[config.mk]
export PLATFORM = sky130hd
export DESIGN_NAME = log2_latency_histogram_flat
export DESIGN_NICKNAME = d
export VERILOG_FILES = /design/src/sv/l2lh_pkg.sv /design/src/sv/l2lh_req_if.sv /design/src/sv/l2lh_rsp_if.sv /design/src/sv/log2_latency_histogram.sv /design/src/flat_wrapper.sv
export SDC_FILE = /design/constraint.sdc
export NUM_CORES = 1
export LEC_CHECK = 0
export BUFFER_PORTS_ARGS = -buffer_cell sky130_fd_sc_hd__buf_2
export CORE_MARGIN = 2
export CORE_UTILIZATION = 25
export DETAILED_ROUTE_END_ITERATION = 8
export PLACE_DENSITY = 0.38
export SYNTH_ARGS = -nofsm -noshare
export SYNTH_HDL_FRONTEND = slang
export SYNTH_SLANG_ARGS = --single-unit
[constraint.sdc]
create_clock -name i_clk -period 9.25 [get_ports i_clk]
set_input_delay 1.3875 -clock i_clk [delete_from_list [all_inputs] [get_ports i_clk]]
set_output_delay 1.3875 -clock i_clk [all_outputs]
set_load 0.03 [all_outputs]
[src/sv/l2lh_pkg.sv]
// ----------------------------------------------------------------------------
// l2lh_pkg: shared constants for the log2 latency histogram
// Field widths, opcodes and bucket bound constants.
// ----------------------------------------------------------------------------
`default_nettype none

package l2lh_pkg;

    localparam int OPCODE_W = 2;
    localparam int LAT_W    = 64;
    localparam int PCT_W    = 17;
    localparam int SEL_W    = 6;
    localparam int VALUE_W  = 32;
    localparam int USED_W   = 5;
    localparam int TOTAL_W  = 37;

    localparam int Q16_BITS         = 16;
    localparam int SMALL_SHIFT      = 10;  // 1024 ns
    localparam int INDEX_OFFSET     = 9;
    localparam int BOUND_SHIFT_BASE = 10;
    localparam int TOP_SHIFT        = 30;

    typedef logic [OPCODE_W-1:0] t_opcode;

    localparam t_opcode OP_RECORD = 2'd0;
    localparam t_opcode OP_QUERY  = 2'd1;
    localparam t_opcode OP_READ   = 2'd2;
    localparam t_opcode OP_CLEAR  = 2'd3;

endpackage

`default_nettype wire

[src/sv/l2lh_req_if.sv]
// ----------------------------------------------------------------------------
// l2lh_req_if: request channel of the latency histogram
// Valid/ready handshake with opcode, latency sample, fraction and bucket select.
// ----------------------------------------------------------------------------
`default_nettype none

interface l2lh_req_if;

    logic                           valid;
    logic                           ready;
    l2lh_pkg::t_opcode              opcode;
    logic [l2lh_pkg::LAT_W-1:0]     latency;
    logic [l2lh_pkg::PCT_W-1:0]     pct_frac;
    logic [l2lh_pkg::SEL_W-1:0]     bucket_sel;

    modport source (output valid, output opcode, output latency, output pct_frac,
                    output bucket_sel, input ready);
    modport sink   (input valid, input opcode, input latency, input pct_frac,
                    input bucket_sel, output ready);

endinterface

`default_nettype wire

[src/sv/l2lh_rsp_if.sv]
// ----------------------------------------------------------------------------
// l2lh_rsp_if: response channel of the latency histogram
// Valid/ready handshake with value, bucket used and total count.
// ----------------------------------------------------------------------------
`default_nettype none

interface l2lh_rsp_if;

    logic                           valid;
    logic                           ready;
    logic [l2lh_pkg::VALUE_W-1:0]   value;
    logic [l2lh_pkg::USED_W-1:0]    bucket_used;
    logic [l2lh_pkg::TOTAL_W-1:0]   total_count;

    modport source (output valid, output value, output bucket_used,
                    output total_count, input ready);
    modport sink   (input valid, input value, input bucket_used,
                    input total_count, output ready);

endinterface

`default_nettype wire

[src/sv/log2_latency_histogram.sv]
// ----------------------------------------------------------------------------
// log2_latency_histogram: power-of-two bucket latency histogram
// A query runs a 16-step shift-add rank multiply (skipped for a fraction of
// one or more), then walks the buckets, reading each and adding it to the
// running sum until it passes the rank or reaches bucket BUCKETS-1.
// One request at a time; a new request is taken while a result waits.
// Synchronous active-low reset empties the histogram at once via valid bits.
// ----------------------------------------------------------------------------
`default_nettype none

module log2_latency_histogram #(
    parameter int BUCKETS     = 21,
    parameter int COUNT_WIDTH = 32
) (
    input  wire         i_clk,
    input  wire         i_rst_n,
    l2lh_req_if.sink    i_req,
    l2lh_rsp_if.source  o_rsp
);

    localparam int IW = $clog2(BUCKETS);
    localparam int TW = (COUNT_WIDTH + IW > 64) ? 64 : COUNT_WIDTH + IW;
    localparam int PW = TW + l2lh_pkg::Q16_BITS;

    localparam logic [2:0] S_IDLE  = 3'd0;
    localparam logic [2:0] S_READ  = 3'd1;
    localparam logic [2:0] S_REC   = 3'd2;
    localparam logic [2:0] S_RDB   = 3'd3;
    localparam logic [2:0] S_MUL   = 3'd4;
    localparam logic [2:0] S_WREAD = 3'd5;
    localparam logic [2:0] S_WALK  = 3'd6;
    localparam logic [2:0] S_DONE  = 3'd7;

    logic [2:0]                 r_state;
    l2lh_pkg::t_opcode          r_op;
    logic [IW-1:0]              r_addr;
    logic                       r_oor;
    logic [BUCKETS-1:0]         r_valid;
    logic [COUNT_WIDTH-1:0]     r_mem [BUCKETS];
    logic [COUNT_WIDTH-1:0]     r_rdata;
    logic                       r_rvld;
    logic [TW-1:0]              r_total;
    logic [PW-1:0]              r_acc;
    logic [TW-1:0]              r_cum;
    logic [TW-1:0]              r_target;
    logic [15:0]                r_pct;
    logic [3:0]                 r_mbit;
    logic [63:0]                r_res_value;
    logic [IW-1:0]              r_res_used;

    logic                       r_ov;
    logic [l2lh_pkg::VALUE_W-1:0] r_o_value;
    logic [l2lh_pkg::USED_W-1:0]  r_o_used;
    logic [l2lh_pkg::TOTAL_W-1:0] r_o_total;

    logic [IW-1:0]              w_bkt;
    logic [COUNT_WIDTH-1:0]     w_cnt;
    logic                       w_sat;
    logic                       w_we;
    logic [PW-1:0]              w_add_a;
    logic [PW-1:0]              w_add_b;
    logic [PW-1:0]              w_sum;
    logic [6:0]                 w_shamt;
    logic [63:0]                w_bound;
    logic [63:0]                w_cnt64;
    logic [63:0]                w_tot64;
    logic [7:0]                 w_used8;
    logic                       w_load;

    // bucket of the incoming sample: highest set bit wins
    always_comb begin
        w_bkt = '0;
        for (int k = l2lh_pkg::SMALL_SHIFT; k < l2lh_pkg::LAT_W; k++) begin
            if (i_req.latency[k]) begin
                w_bkt = (k - l2lh_pkg::INDEX_OFFSET < BUCKETS - 1)
                      ? IW'(k - l2lh_pkg::INDEX_OFFSET) : IW'(BUCKETS - 1);
            end
        end
    end

    assign w_cnt = r_rvld ? r_rdata : '0;
    assign w_sat = (w_cnt == {COUNT_WIDTH{1'b1}});
    assign w_we  = (r_state == S_REC) && !w_sat;

    // shared adder: rank multiply and cumulative walk
    always_comb begin
        if (r_state == S_MUL) begin
            w_add_a = r_acc << 1;
            w_add_b = r_pct[r_mbit] ? PW'(r_total) : '0;
        end else begin
            w_add_a = PW'(r_cum);
            w_add_b = PW'(w_cnt);
        end
    end
    assign w_sum = w_add_a + w_add_b;

    assign w_shamt = 7'(r_addr) + 7'(l2lh_pkg::BOUND_SHIFT_BASE);
    assign w_bound = (r_addr == IW'(BUCKETS - 1)) ? (64'd1 << l2lh_pkg::TOP_SHIFT)
                                                  : (64'd1 << w_shamt);
    assign w_cnt64 = 64'(w_cnt);
    assign w_tot64 = 64'(r_total);
    assign w_used8 = 8'(r_res_used);
    assign w_load  = (r_state == S_DONE) && (!r_ov || o_rsp.ready);

    assign i_req.ready       = (r_state == S_IDLE);
    assign o_rsp.valid       = r_ov;
    assign o_rsp.value       = r_o_value;
    assign o_rsp.bucket_used = r_o_used;
    assign o_rsp.total_count = r_o_total;

    // bucket store
    always_ff @(posedge i_clk) begin
        if (w_we) begin
            r_mem[r_addr] <= w_cnt + 1'b1;
        end
        r_rdata <= r_mem[r_addr];
        r_rvld  <= r_valid[r_addr];
    end

    // sequencer
    always_ff @(posedge i_clk) begin
        if (!i_rst_n) begin
            r_state <= S_IDLE;
            r_valid <= '0;
            r_total <= '0;
        end else begin
            unique case (r_state)
                S_IDLE: begin
                    if (i_req.valid) begin
                        r_op        <= i_req.opcode;
                        r_res_value <= '0;
                        r_res_used  <= '0;
                        r_oor       <= 1'b0;
                        unique case (i_req.opcode)
                            l2lh_pkg::OP_RECORD: begin
                                r_addr     <= w_bkt;
                                r_res_used <= w_bkt;
                                r_state    <= S_READ;
                            end
                            l2lh_pkg::OP_QUERY: begin
                                r_cum  <= '0;
                                r_addr <= '0;
                                r_acc  <= '0;
                                r_mbit <= 4'd15;
                                r_pct  <= i_req.pct_frac[15:0];
                                if (r_total == '0) begin
                                    r_state <= S_DONE;
                                end else if (i_req.pct_frac[16]) begin
                                    r_target <= r_total - 1'b1;
                                    r_state  <= S_WREAD;
                                end else begin
                                    r_state <= S_MUL;
                                end
                            end
                            l2lh_pkg::OP_READ: begin
                                if (7'(i_req.bucket_sel) >= 7'(BUCKETS)) begin
                                    r_oor  <= 1'b1;
                                    r_addr <= '0;
                                end else begin
                                    r_addr <= IW'(i_req.bucket_sel);
                                end
                                r_state <= S_READ;
                            end
                            default: begin
                                r_valid <= '0;
                                r_total <= '0;
                                r_state <= S_DONE;
                            end
                        endcase
                    end
                end
                S_READ: begin
                    r_state <= (r_op == l2lh_pkg::OP_RECORD) ? S_REC : S_RDB;
                end
                S_REC: begin
                    if (!w_sat) begin
                        r_valid[r_addr] <= 1'b1;
                        if (r_total != {TW{1'b1}}) begin
                            r_total <= r_total + 1'b1;
                        end
                    end
                    r_state <= S_DONE;
                end
                S_RDB: begin
                    r_res_value <= r_oor ? 64'd0 : w_cnt64;
                    r_state     <= S_DONE;
                end
                S_MUL: begin
                    r_acc  <= w_sum;
                    r_mbit <= r_mbit - 1'b1;
                    if (r_mbit == 4'd0) begin
                        r_target <= w_sum[PW-1:l2lh_pkg::Q16_BITS];
                        r_state  <= S_WREAD;
                    end
                end
                S_WREAD: begin
                    r_state <= S_WALK;
                end
                S_WALK: begin
                    r_cum <= w_sum[TW-1:0];
                    if (w_sum > PW'(r_target) || r_addr == IW'(BUCKETS - 1)) begin
                        r_res_value <= w_bound;
                        r_state     <= S_DONE;
                    end else begin
                        r_addr  <= r_addr + 1'b1;
                        r_state <= S_WREAD;
                    end
                end
                S_DONE: begin
                    if (w_load) begin
                        r_state <= S_IDLE;
                    end
                end
                default: begin
                    r_state <= S_IDLE;
                end
            endcase
        end
    end

    // output register
    always_ff @(posedge i_clk) begin
        if (!i_rst_n) begin
            r_ov <= 1'b0;
        end else if (w_load) begin
            r_ov <= 1'b1;
        end else if (o_rsp.ready) begin
            r_ov <= 1'b0;
        end
    end

    always_ff @(posedge i_clk) begin
        if (w_load) begin
            r_o_value <= r_res_value[l2lh_pkg::VALUE_W-1:0];
            r_o_used  <= w_used8[l2lh_pkg::USED_W-1:0];
            r_o_total <= w_tot64[l2lh_pkg::TOTAL_W-1:0];
        end
    end

endmodule

`default_nettype wire

[src/flat_wrapper.sv]
// flat-port wrapper written by rule: the top's interface ports become plain ports
module log2_latency_histogram_flat 
#(
    parameter int BUCKETS     = 21,
    parameter int COUNT_WIDTH = 32
)
  (i_clk, i_rst_n, i_req_valid, i_req_opcode, i_req_latency, i_req_pct_frac, i_req_bucket_sel, i_req_ready, o_rsp_valid, o_rsp_value, o_rsp_bucket_used, o_rsp_total_count, o_rsp_ready);
  l2lh_req_if i_req_i ();
  l2lh_rsp_if o_rsp_i ();
  input  wire i_clk;
  input  wire i_rst_n;
  input wire logic [$bits(i_req_i.valid)-1:0] i_req_valid;
  input wire logic [$bits(i_req_i.opcode)-1:0] i_req_opcode;
  input wire logic [$bits(i_req_i.latency)-1:0] i_req_latency;
  input wire logic [$bits(i_req_i.pct_frac)-1:0] i_req_pct_frac;
  input wire logic [$bits(i_req_i.bucket_sel)-1:0] i_req_bucket_sel;
  output wire logic [$bits(i_req_i.ready)-1:0] i_req_ready;
  output wire logic [$bits(o_rsp_i.valid)-1:0] o_rsp_valid;
  output wire logic [$bits(o_rsp_i.value)-1:0] o_rsp_value;
  output wire logic [$bits(o_rsp_i.bucket_used)-1:0] o_rsp_bucket_used;
  output wire logic [$bits(o_rsp_i.total_count)-1:0] o_rsp_total_count;
  input wire logic [$bits(o_rsp_i.ready)-1:0] o_rsp_ready;
  assign i_req_i.valid = i_req_valid;
  assign i_req_i.opcode = i_req_opcode;
  assign i_req_i.latency = i_req_latency;
  assign i_req_i.pct_frac = i_req_pct_frac;
  assign i_req_i.bucket_sel = i_req_bucket_sel;
  assign i_req_ready = i_req_i.ready;
  assign o_rsp_valid = o_rsp_i.valid;
  assign o_rsp_value = o_rsp_i.value;
  assign o_rsp_bucket_used = o_rsp_i.bucket_used;
  assign o_rsp_total_count = o_rsp_i.total_count;
  assign o_rsp_i.ready = o_rsp_ready;
  log2_latency_histogram #(.BUCKETS(BUCKETS), .COUNT_WIDTH(COUNT_WIDTH)) u_core (.i_clk(i_clk), .i_rst_n(i_rst_n), .i_req(i_req_i), .o_rsp(o_rsp_i));
endmodule
# Word level (Yosys, flattened, before mapping)
# Memory sizes are Yosys's and may differ from the RTL's. A register that Yosys moved wholly into a read port is not among the register bits.
# Index checks and enable logic that the tools add are counted.
op_classes:
  add_sub_neg: 7
  magnitude_cmp: 5
  n_eq_ne: 24
  n_shift: 1
  muxes: 112
  n_bitwise: 1
  n_reduce_logical: 30
ops:
  columns: ["operator", "count"]
  rows:
  - ["2-to-1 mux 37 bit", 12]
  - ["2-to-1 mux 5 bit", 56]
  - ["one-hot mux 37 bit (2 select lines)", 3]
  - ["2-to-1 mux 32 bit", 5]
  - ["2-to-1 mux 53 bit", 2]
  - ["2-to-1 mux 52 bit", 2]
  - ["one-hot mux 52 bit (2 select lines)", 1]
  - ["one-hot mux 32 bit (3 select lines)", 1]
  - ["2-to-1 mux 21 bit", 3]
  - ["adder 53 bit", 1]
  - ["> comparator 53 x 37 -> 1 bit", 1]
  - ["one-hot mux 21 bit (2 select lines)", 1]
  - ["adder 37 x 1 -> 37 bit (second input constant)", 1]
  - ["logical NOT 37 bit", 1]
  - ["!= test 37 bit (second input constant)", 1]
  - ["subtractor 37 x 1 -> 37 bit (second input constant)", 1]
  - ["adder 32 x 1 -> 32 bit (second input constant)", 1]
  - ["equality test 32 bit (second input constant)", 1]
  - ["left shift 1 x 7 -> 32 bit (first input constant)", 1]
  - ["bitwise OR 21 bit", 1]
  - ["one-hot mux 3 bit (7 select lines)", 1]
  - ["AND reduction 4 bit", 5]
  - ["!= test 2 bit (second input constant)", 8]
  - ["one-hot mux 5 bit (3 select lines)", 1]
  - ["other kinds (38)", 69]
totals:
  regBits: 328
  ram_bits: 672
  in_bits: 93
  output_inout_bits: 76
  word_cells: 199
  mem_count: 1
mem_list:
  columns: ["memory", "depth", "width", "read_ports", "rd_ports_with_merged_regs", "wr", "line", "rtl"]
  rows:
  - ["u_core.r_mem", 21, 32, 1, 1, 1, "log2_latency_histogram.sv:39", "logic [COUNT_WIDTH-1:0] r_mem [BUCKETS];"]

# Longest topological paths before layout
# Gate-level depths: netlist of run 1.
logic_depth:
  depth_word: 57
  mapped_depth: 32
  mapped_depth_nobuf: 28

# Least setup slack after synthesis of run 1
# Ideal clock, no wire load.
synth_path:
  kind: "reg-to-reg"
  from: "register u_core.r_mbit[0]"
  to: "register u_core.r_res_value[0] (enable)"
  setup_time_ps: 466
  t_arrival_ps: 8115
  required_ps: 8784
  setup_slack_ps: 670
  stages_incl_launch_ff: 28
  path_buffers: 2
  period_less_slack_ps: 8580
  cell_sequence: "edfxtp_1 > clkbuf_1 > mux4_2 > mux4_2 > and2_1 > clkbuf_1 > a22o_1 > ha_1 > a21oi_1 > or2_2 > a311o_1 > a21oi_1 > a41oi_1 > o21ai_0 > a21oi_1 > o21ai_0 > xnor2_1 > inv_1 > ha_1 > nand4_1 > or2_2 > o31ai_1 > a22o_1 > a31oi_1 > nand4_1 > a2111o_1 > nor4_1 > o21ai_0"
synth_between:
  elab_chain_len: 9
synth_rtl:
  columns: ["item", "line", "rtl"]
  rows:
  - ["from (decl)", "log2_latency_histogram.sv:47", "logic [3:0] r_mbit;"]
  - ["from (signal assigned)", "log2_latency_histogram.sv:190", "r_mbit <= r_mbit - 1'b1;"]
  - ["binary-select mux 1 bit (select 4 bit)", "log2_latency_histogram.sv:89", "w_add_b = r_pct[r_mbit] ? PW'(r_total) : '0;"]
  - ["2-to-1 mux 1 bit (implied by the code)", "log2_latency_histogram.sv:89", null]
  - ["2-to-1 mux 37 bit", "log2_latency_histogram.sv:89", null]
  - ["2-to-1 mux 53 bit", "log2_latency_histogram.sv:87", "if (r_state == S_MUL) begin"]
  - ["adder 53 bit", "log2_latency_histogram.sv:95", "assign w_sum = w_add_a + w_add_b;"]
  - ["via u_core.w_sum[29]", "log2_latency_histogram.sv:62", "logic [PW-1:0] w_sum;"]
  - ["> comparator 53 x 37 -> 1 bit", "log2_latency_histogram.sv:201", "if (w_sum > PW'(r_target) || r_addr == IW'(BUCKETS - 1)) begin"]
  - ["logical OR 1 bit", "log2_latency_histogram.sv:201", null]
  - ["!= test 2 x 1 -> 1 bit (no line)", null, null]
  - ["AND reduction 4 bit (no line)", null, null]
  - ["to (signal assigned)", "log2_latency_histogram.sv:185", "r_res_value <= r_oor ? 64'd0 : w_cnt64;"]
  - ["to (signal assigned)", "log2_latency_histogram.sv:202", "r_res_value <= w_bound;"]
  - ["to (decl)", "log2_latency_histogram.sv:48", "logic [63:0] r_res_value;"]
# The timed path passes the listed nets, and every way through them passes these cells. The select of a mux whose other input is x is not followed.
# A chain may end at the register's enable or synchronous reset.

# Worst setup path in the final report of run 1
layout_path:
  from: "register u_core.r_mbit[0]"
  to: "register u_core.r_res_value[12] (enable)"
# The elaborated chain is that of the path after synthesis.

==> flow_summary.json, run 1 <==
{
  "numCtsBuffers": 116,
  "worst-path-max-fanout": 32,
  "grt_antenna_before_repair": 6,
  "final_cell_mix": "edfxtp_1, nand2_1, nor2_1",
  "fin_nets": 3488,
  "place_congestion": 0.823,
  "synth.yosys.seq_area_share": 0.671,
  "cts_max_path_buffers": 3,
  "grt_max_degree": 99,
  "path_class": "flip-flop to flip-flop",
  "grt.overflow.total": 0,
  "avgSynthCellArea_um2": 14.4,
  "max_freq_ghz": 0.117,
  "power.leakage_nw": 16.6,
  "arrival_ns": 8.90,
  "final_common_cell": "edfxtp_1",
  "drive_gt1_frac": 0.199,
  "rsz0062_at_grt": "no",
  "fin_crit_ns": 8.55,
  "yosysWarnings": 0,
  "rows": 155,
  "synthTopCellsByArea": "edfxtp_1, mux4_2, dfxtp_1, nand2_1, ha_1",
  "die_x_um": 427,
  "status": "finished clean",
  "slew_headroom": 0.240,
  "insertion_delay_ns": 0.79,
  "p_int_w": 0.00876,
  "yosysTopAreaCellShare": 0.629,
  "required_ns": 9.60,
  "ios": 169,
  "synth_edf_count": 937,
  "fin_tns_setup_ns": 0,
  "tritoncts": "built",
  "async_flop_share": 0,
  "dieHeight_um": 427,
  "yosys_register_bits": 1032,
  "root_buffer": "clkbuf_16",
  "grt_pass1_wl_um": 201000,
  "hold_violations": 0,
  "grtUsageTotal": 0.153,
  "synth_flop_cell": "edfxtp_1",
  "ant_nets": 0,
  "coreArea_mm2": 0.178,
  "routed_wirelength_um": 141000,
  "synth_cell_types": 69,
  "synth_cells": 3097,
  "grt_pass1_vias": 27318,
  "final_util": 0.296,
  "pwr-share-clk": 0.385,
  "holdBufCountCts": 0,
  "finalClockSkew_ns": 0.0830,
  "swShare": 0.285,
  "clock_sinks": 1032,
  "vias_per_cell": 4.61,
  "syn_to_final_growth_pct": 18.0,
  "p_per_area_mw_per_mm2": 232,
  "finalSetupViolCount": 0,
  "firstDrtPassIters": 5,
  "clk_pin_slew_ns": 0.06,
  "die_area_mm2": 0.182,
  "seqPwrFrac": 0.447,
  "startpoint_type": "flip-flop",
  "routedWlPerCell_um": 24.5,
  "ir_drop_uv": 163,
  "dr.first_iter.drc_count": 1913,
  "max_slew.worst_pin.slew_ns": 1.14,
  "cts_htree_levels": 3,
  "end_kind": "flip-flop",
  "yosysTopAreaCell": "edfxtp_1",
  "maxCapViolCount": 0,
  "vias": 26603,
  "synth_area_mm2": 0.0447,
  "hpwl_um": 88000,
  "fin_crit_sh": 0.925,
  "min_path_type": "flip-flop to flip-flop",
  "switching_power_w": 0.00350,
  "synthesis.nets": 3278,
  "comb_power_share": 0.168,
  "initial_core_util": 0.251,
  "drcViolationCount": 0,
  "slew_viol_final": 0,
  "portBuffers": 158
}
==> synth_stat cells, types with 12 or more instances <==
| library cell | n |
|---|---|
| a21o_1 | 41 |
| a21oi_1 | 105 |
| a22o_1 | 24 |
| a22oi_1 | 68 |
| a31oi_1 | 12 |
| and2_1 | 38 |
| and3_1 | 22 |
| and4_1 | 13 |
| buf_1 | 33 |
| clkbuf_1 | 126 |
| dfxtp_1 | 95 |
| edfxtp_1 | 937 |
| ha_1 | 87 |
| inv_1 | 117 |
| mux2_2 | 32 |
| mux4_2 | 170 |
| nand2_1 | 308 |
| nand2b_1 | 18 |
| nand3_1 | 103 |
| nand4_1 | 38 |
| nor2_1 | 239 |
| nor2b_1 | 13 |
| nor3_1 | 46 |
| nor4_1 | 24 |
| o21ai_0 | 104 |
| or3_1 | 20 |
| xnor2_1 | 76 |
| xor2_1 | 63 |
==> worst max-delay path, stage by stage, from the launching register on <==
cell and delay, ns:
edfxtp_1 0.53, mux4_2 0.55, mux4_2 0.67, and2_1 0.43
a22o_1 0.31, ha_1 0.39, a21oi_1 0.28, o211ai_1 0.14
a41oi_1 0.22, o21ai_0 0.17, buf_12 0.17, o21ai_0 0.37
nor2_1 0.10, or4_1 0.43, xnor2_1 0.28, inv_1 0.08
ha_1 0.29, nand4_1 0.10, or2_2 0.36, nor3_1 0.29
nand4_1 0.18, a22o_1 0.23, a31oi_1 0.22, nand4_1 0.14
a2111o_1 0.39, nor4_2 0.28, buf_4 0.21, o21ai_4 0.28
==> power groups by stage <==
stage                     Clock (W)  Sequential, W  Combinational, W
after floorplan                   0        0.00556           0.00131
after global placement            0        0.00559           0.00210
after detailed placement          0        0.00559           0.00209
after CTS                   0.00485        0.00549           0.00210
after global routing        0.00502        0.00550           0.00227
final                       0.00472        0.00548           0.00206
==> sequential cells by signal (all words and copies together), names as in the netlist, 16 cells and up <==
signal / count
u_core.r_mem: 672
u_core.r_acc: 52
u_core.o_rsp.total_count: 37
u_core.r_cum: 37
u_core.r_target: 37
u_core.r_total: 37
u_core.o_rsp.value: 32
u_core.r_rdata: 32
u_core.r_res_value: 32
u_core.r_valid: 21
u_core.r_pct: 16
==> layout make-up <==
class	instances	area [um^2]
Tap cell	2355	2950
Antenna cell	2	5.00
Fill cell	17911	125000
Clock inverter	66	763
Clock buffer	154	3140
Multi-Input combinational cell	1787	13900
Timing Repair Buffer	253	1570
Inverter	117	439
Sequential cell	1032	30000
==> through the flow <==
step | hold slack [ns] | setup WS [ns] | cell area, um^2 | power [W] | cells
final | 0.417 | 0.696 | 52800 | 0.0123 | 5766
after detailed placement | 0.405 | 0.598 | 48900 | 0.00768 | 5543
after global routing | 0.428 | 0.105 | 52800 | 0.0128 | 5764
after CTS | 0.418 | 0.518 | 52800 | 0.0124 | 5763
after floorplan | 0.400 | 0.670 | 44700 | 0.00687 | 3097
after global placement | 0.402 | 0.732 | 48900 | 0.00768 | 5543
==> worst paths after layout <==
kind	start	endpoint	slack [ns]	cells after the start
worst min-delay path	u_core.r_res_used[2]$_SDFFCE_PN0P_	u_core.o_rsp.bucket_used[2]$_DFFE_PP_	0.42	0
worst max register to register	u_core.r_mbit[0]$_SDFFCE_PN1P_	u_core.r_res_value[12]$_DFFE_PP_	0.70	27
worst min register to register	u_core.r_res_used[2]$_SDFFCE_PN0P_	u_core.o_rsp.bucket_used[2]$_DFFE_PP_	0.42	0
worst max-delay path	u_core.r_mbit[0]$_SDFFCE_PN1P_	u_core.r_res_value[12]$_DFFE_PP_	0.70	27
==> metal layers <==
layer  global-route usage  routed length [um]
met1                0.201               63000
met2                0.268               70900
met3               0.0203                4340
met4               0.0355                2870
met5                    0                   0
==> logic make-up (layout without fill, tap and decap cells) <==
logic type | Yosys count | count (layout) | share of synthesized area
other cells | 0 | 2 | 0
mux | 203 | 203 | 0.0938
flops | 1032 | 1032 | 0.671
fa+ha+maj | 88 | 88 | 0.0248
compound gates | 443 | 443 | 0.0639
simple gates | 914 | 914 | 0.0954
buf+inv | 278 | 590 | 0.0235
xor+xnor | 139 | 139 | 0.0272
==> timing repair <==
action                                  4_1_cts  5_1_grt
setup buffers                                 0        1
endpoints found under the setup margin        0       31
resized for setup                             0        1
Power figures use the tool's default switching activity.
==> inputs of run 2 (changes only) <==
--- a/config.mk
+++ b/config.mk
@@ -6,10 +6,12 @@
 export NUM_CORES = 1
 export LEC_CHECK = 0
 export BUFFER_PORTS_ARGS = -buffer_cell sky130_fd_sc_hd__buf_2
+export CORE_ASPECT_RATIO = 0.7
 export CORE_MARGIN = 2
 export CORE_UTILIZATION = 25
 export DETAILED_ROUTE_END_ITERATION = 8
 export PLACE_DENSITY = 0.38
+export SETUP_SLACK_MARGIN = 0.5
 export SYNTH_ARGS = -nofsm -noshare
 export SYNTH_HDL_FRONTEND = slang
 export SYNTH_SLANG_ARGS = --single-unit
==> flow_summary.json, run 2 (same netlist as run 1, synthesis figures left out) <==
{
  "fin_tns_setup_ns": 0,
  "hpwl_um": 98200,
  "largest_reg_flops": 672,
  "drive_gt1_frac": 0.199,
  "firstDrtPassIters": 6,
  "multi_input_area_mm2": 0.0139,
  "maxCapViolCount": 0,
  "portBuffers": 158,
  "tritoncts": "built",
  "grt_antenna_before_repair": 7,
  "vias": 27925,
  "insertion_delay_ns": 0.74,
  "grt_pass1_wl_um": 214000,
  "worst_r2r_path_depth": 30,
  "numCtsBuffers": 104,
  "grt_max_degree": 121,
  "min_path_cells": 0,
  "die_x_um": 510,
  "slowest_stage": "mux4_2",
  "largest_register": "u_core.r_mem",
  "dieHeight_um": 358,
  "p_per_area_mw_per_mm2": 228,
  "startpoint_type": "flip-flop",
  "worst-path-max-fanout": 7,
  "die_area_mm2": 0.182,
  "final_common_cell": "edfxtp_1",
  "routedWlPerCell_um": 26.9,
  "grt_pass1_vias": 26748,
  "clock_sinks": 1032,
  "initial_core_util": 0.252,
  "finalSetupViolCount": 0,
  "slew_viol_final": 0,
  "status": "finished clean",
  "rsz0062_at_grt": "no",
  "dr.first_iter.drc_count": 2904,
  "coreArea_mm2": 0.177,
  "ant_nets": 0,
  "fin_crit_sh": 0.916,
  "rows": 129,
  "drcViolationCount": 0,
  "max_freq_ghz": 0.118,
  "max_slew.worst_pin.slew_ns": 1.14,
  "syn_to_final_growth_pct": 17.0,
  "min_path_type": "flip-flop to flip-flop",
  "final-seq-area_mm2": 0.0300,
  "slew_headroom": 0.234,
  "routed_wirelength_um": 155000,
  "root_buffer": "clkbuf_16",
  "final_cell_mix": "edfxtp_1, nand2_1, nor2_1",
  "path_class": "flip-flop to flip-flop",
  "nFillCells": 17890,
  "grt.overflow.total": 0,
  "ir_drop_uv": 148,
  "fin_nets": 3497,
  "cts_htree_levels": 3,
  "path_common_cell": "buf_4",
  "grtUsageTotal": 0.167,
  "clk_pin_slew_ns": 0.06,
  "holdBufCountCts": 0,
  "fin_crit_ns": 8.47,
  "cpPeakStageDelay_ns": 0.62,
  "final_util": 0.295,
  "finalClockSkew_ns": 0.0548,
  "arrival_ns": 8.87,
  "power.leakage_nw": 16.4,
  "cts_max_path_buffers": 3,
  "hold_violations": 0,
  "vias_per_cell": 4.84,
  "end_kind": "flip-flop",
  "required_ns": 9.66,
  "ios": 169,
  "largestRegisters": "u_core.r_mem x672, u_core.r_acc x52",
  "place_congestion": 0.904
}
-- run 2: final timing paths --
| check | to | from | slack (ns) |
|---|---|---|---|
| worst min register to register | u_core.o_rsp.value[29]$_DFFE_PP_ | u_core.r_res_value[29]$_DFFE_PP_ | 0.41 |
| worst max register to register | u_core.r_addr[4]$_DFFE_PP_ | u_core.r_mbit[0]$_SDFFCE_PN1P_ | 0.78 |
| worst min-delay path | u_core.o_rsp.value[29]$_DFFE_PP_ | u_core.r_res_value[29]$_DFFE_PP_ | 0.41 |
| worst max-delay path | u_core.r_addr[4]$_DFFE_PP_ | u_core.r_mbit[0]$_SDFFCE_PN1P_ | 0.78 |
-- run 2: final cells by class --
type | count | area share
Antenna cell | 2 | 0.0000956
Clock buffer | 147 | 0.0541
Clock inverter | 47 | 0.00922
Inverter | 117 | 0.00839
Multi-Input combinational cell | 1787 | 0.265
Sequential cell | 1032 | 0.574
Tap cell | 2358 | 0.0563
Timing Repair Buffer | 274 | 0.0329
-- run 2: critical path: cells and delay by family (launching register included) --
kind	cells	cell delay (ns)
DFF	1	0.34
and+or+nand+nor	9	2.30
AOI/OAI and AO/OA	10	2.36
adders and majority gates	2	0.71
muxes	2	1.13
buffers and inverters	6	1.04
xor gates and xnor gates	1	0.26
-- run 2: metrics by stage --
| step | cell area (um^2) | cells | hold WS (ns) | setup WS [ns] | power (W) |
|---|---|---|---|---|---|
| final | 52400 | 5764 | 0.410 | 0.781 | 0.0119 |
| after CTS | 52300 | 5760 | 0.414 | 0.604 | 0.0121 |
| after detailed placement | 49000 | 5565 | 0.405 | 0.416 | 0.00780 |
| after global routing | 52400 | 5762 | 0.418 | 0.534 | 0.0125 |
| after floorplan | 44700 | 3097 | 0.400 | 0.670 | 0.00687 |
| after global placement | 49000 | 5565 | 0.402 | 0.543 | 0.00781 |
-- run 2: routing by layer --
metal  up-vias  track usage  wire length (um)
met5         -            0                 0
met4         0       0.0296              2270
met3       154       0.0404             11600
met2       919        0.221             60600
met1     14624        0.271             80500
li1      12228            -                 -
-- run 2: power by group --
group	switching (W)	internal [W]	total (W)
registers	0.000140	0.00535	0.00549
clock network	0.00192	0.00230	0.00422
logic	0.00152	0.000712	0.00223
total	0.00358	0.00836	0.0119
-- run 2: timing repair --
item,CTS,global route
hold endpoints to repair,0,0
resized for setup,1,2
setup buffers,1,2
setup endpoints to repair,37,37
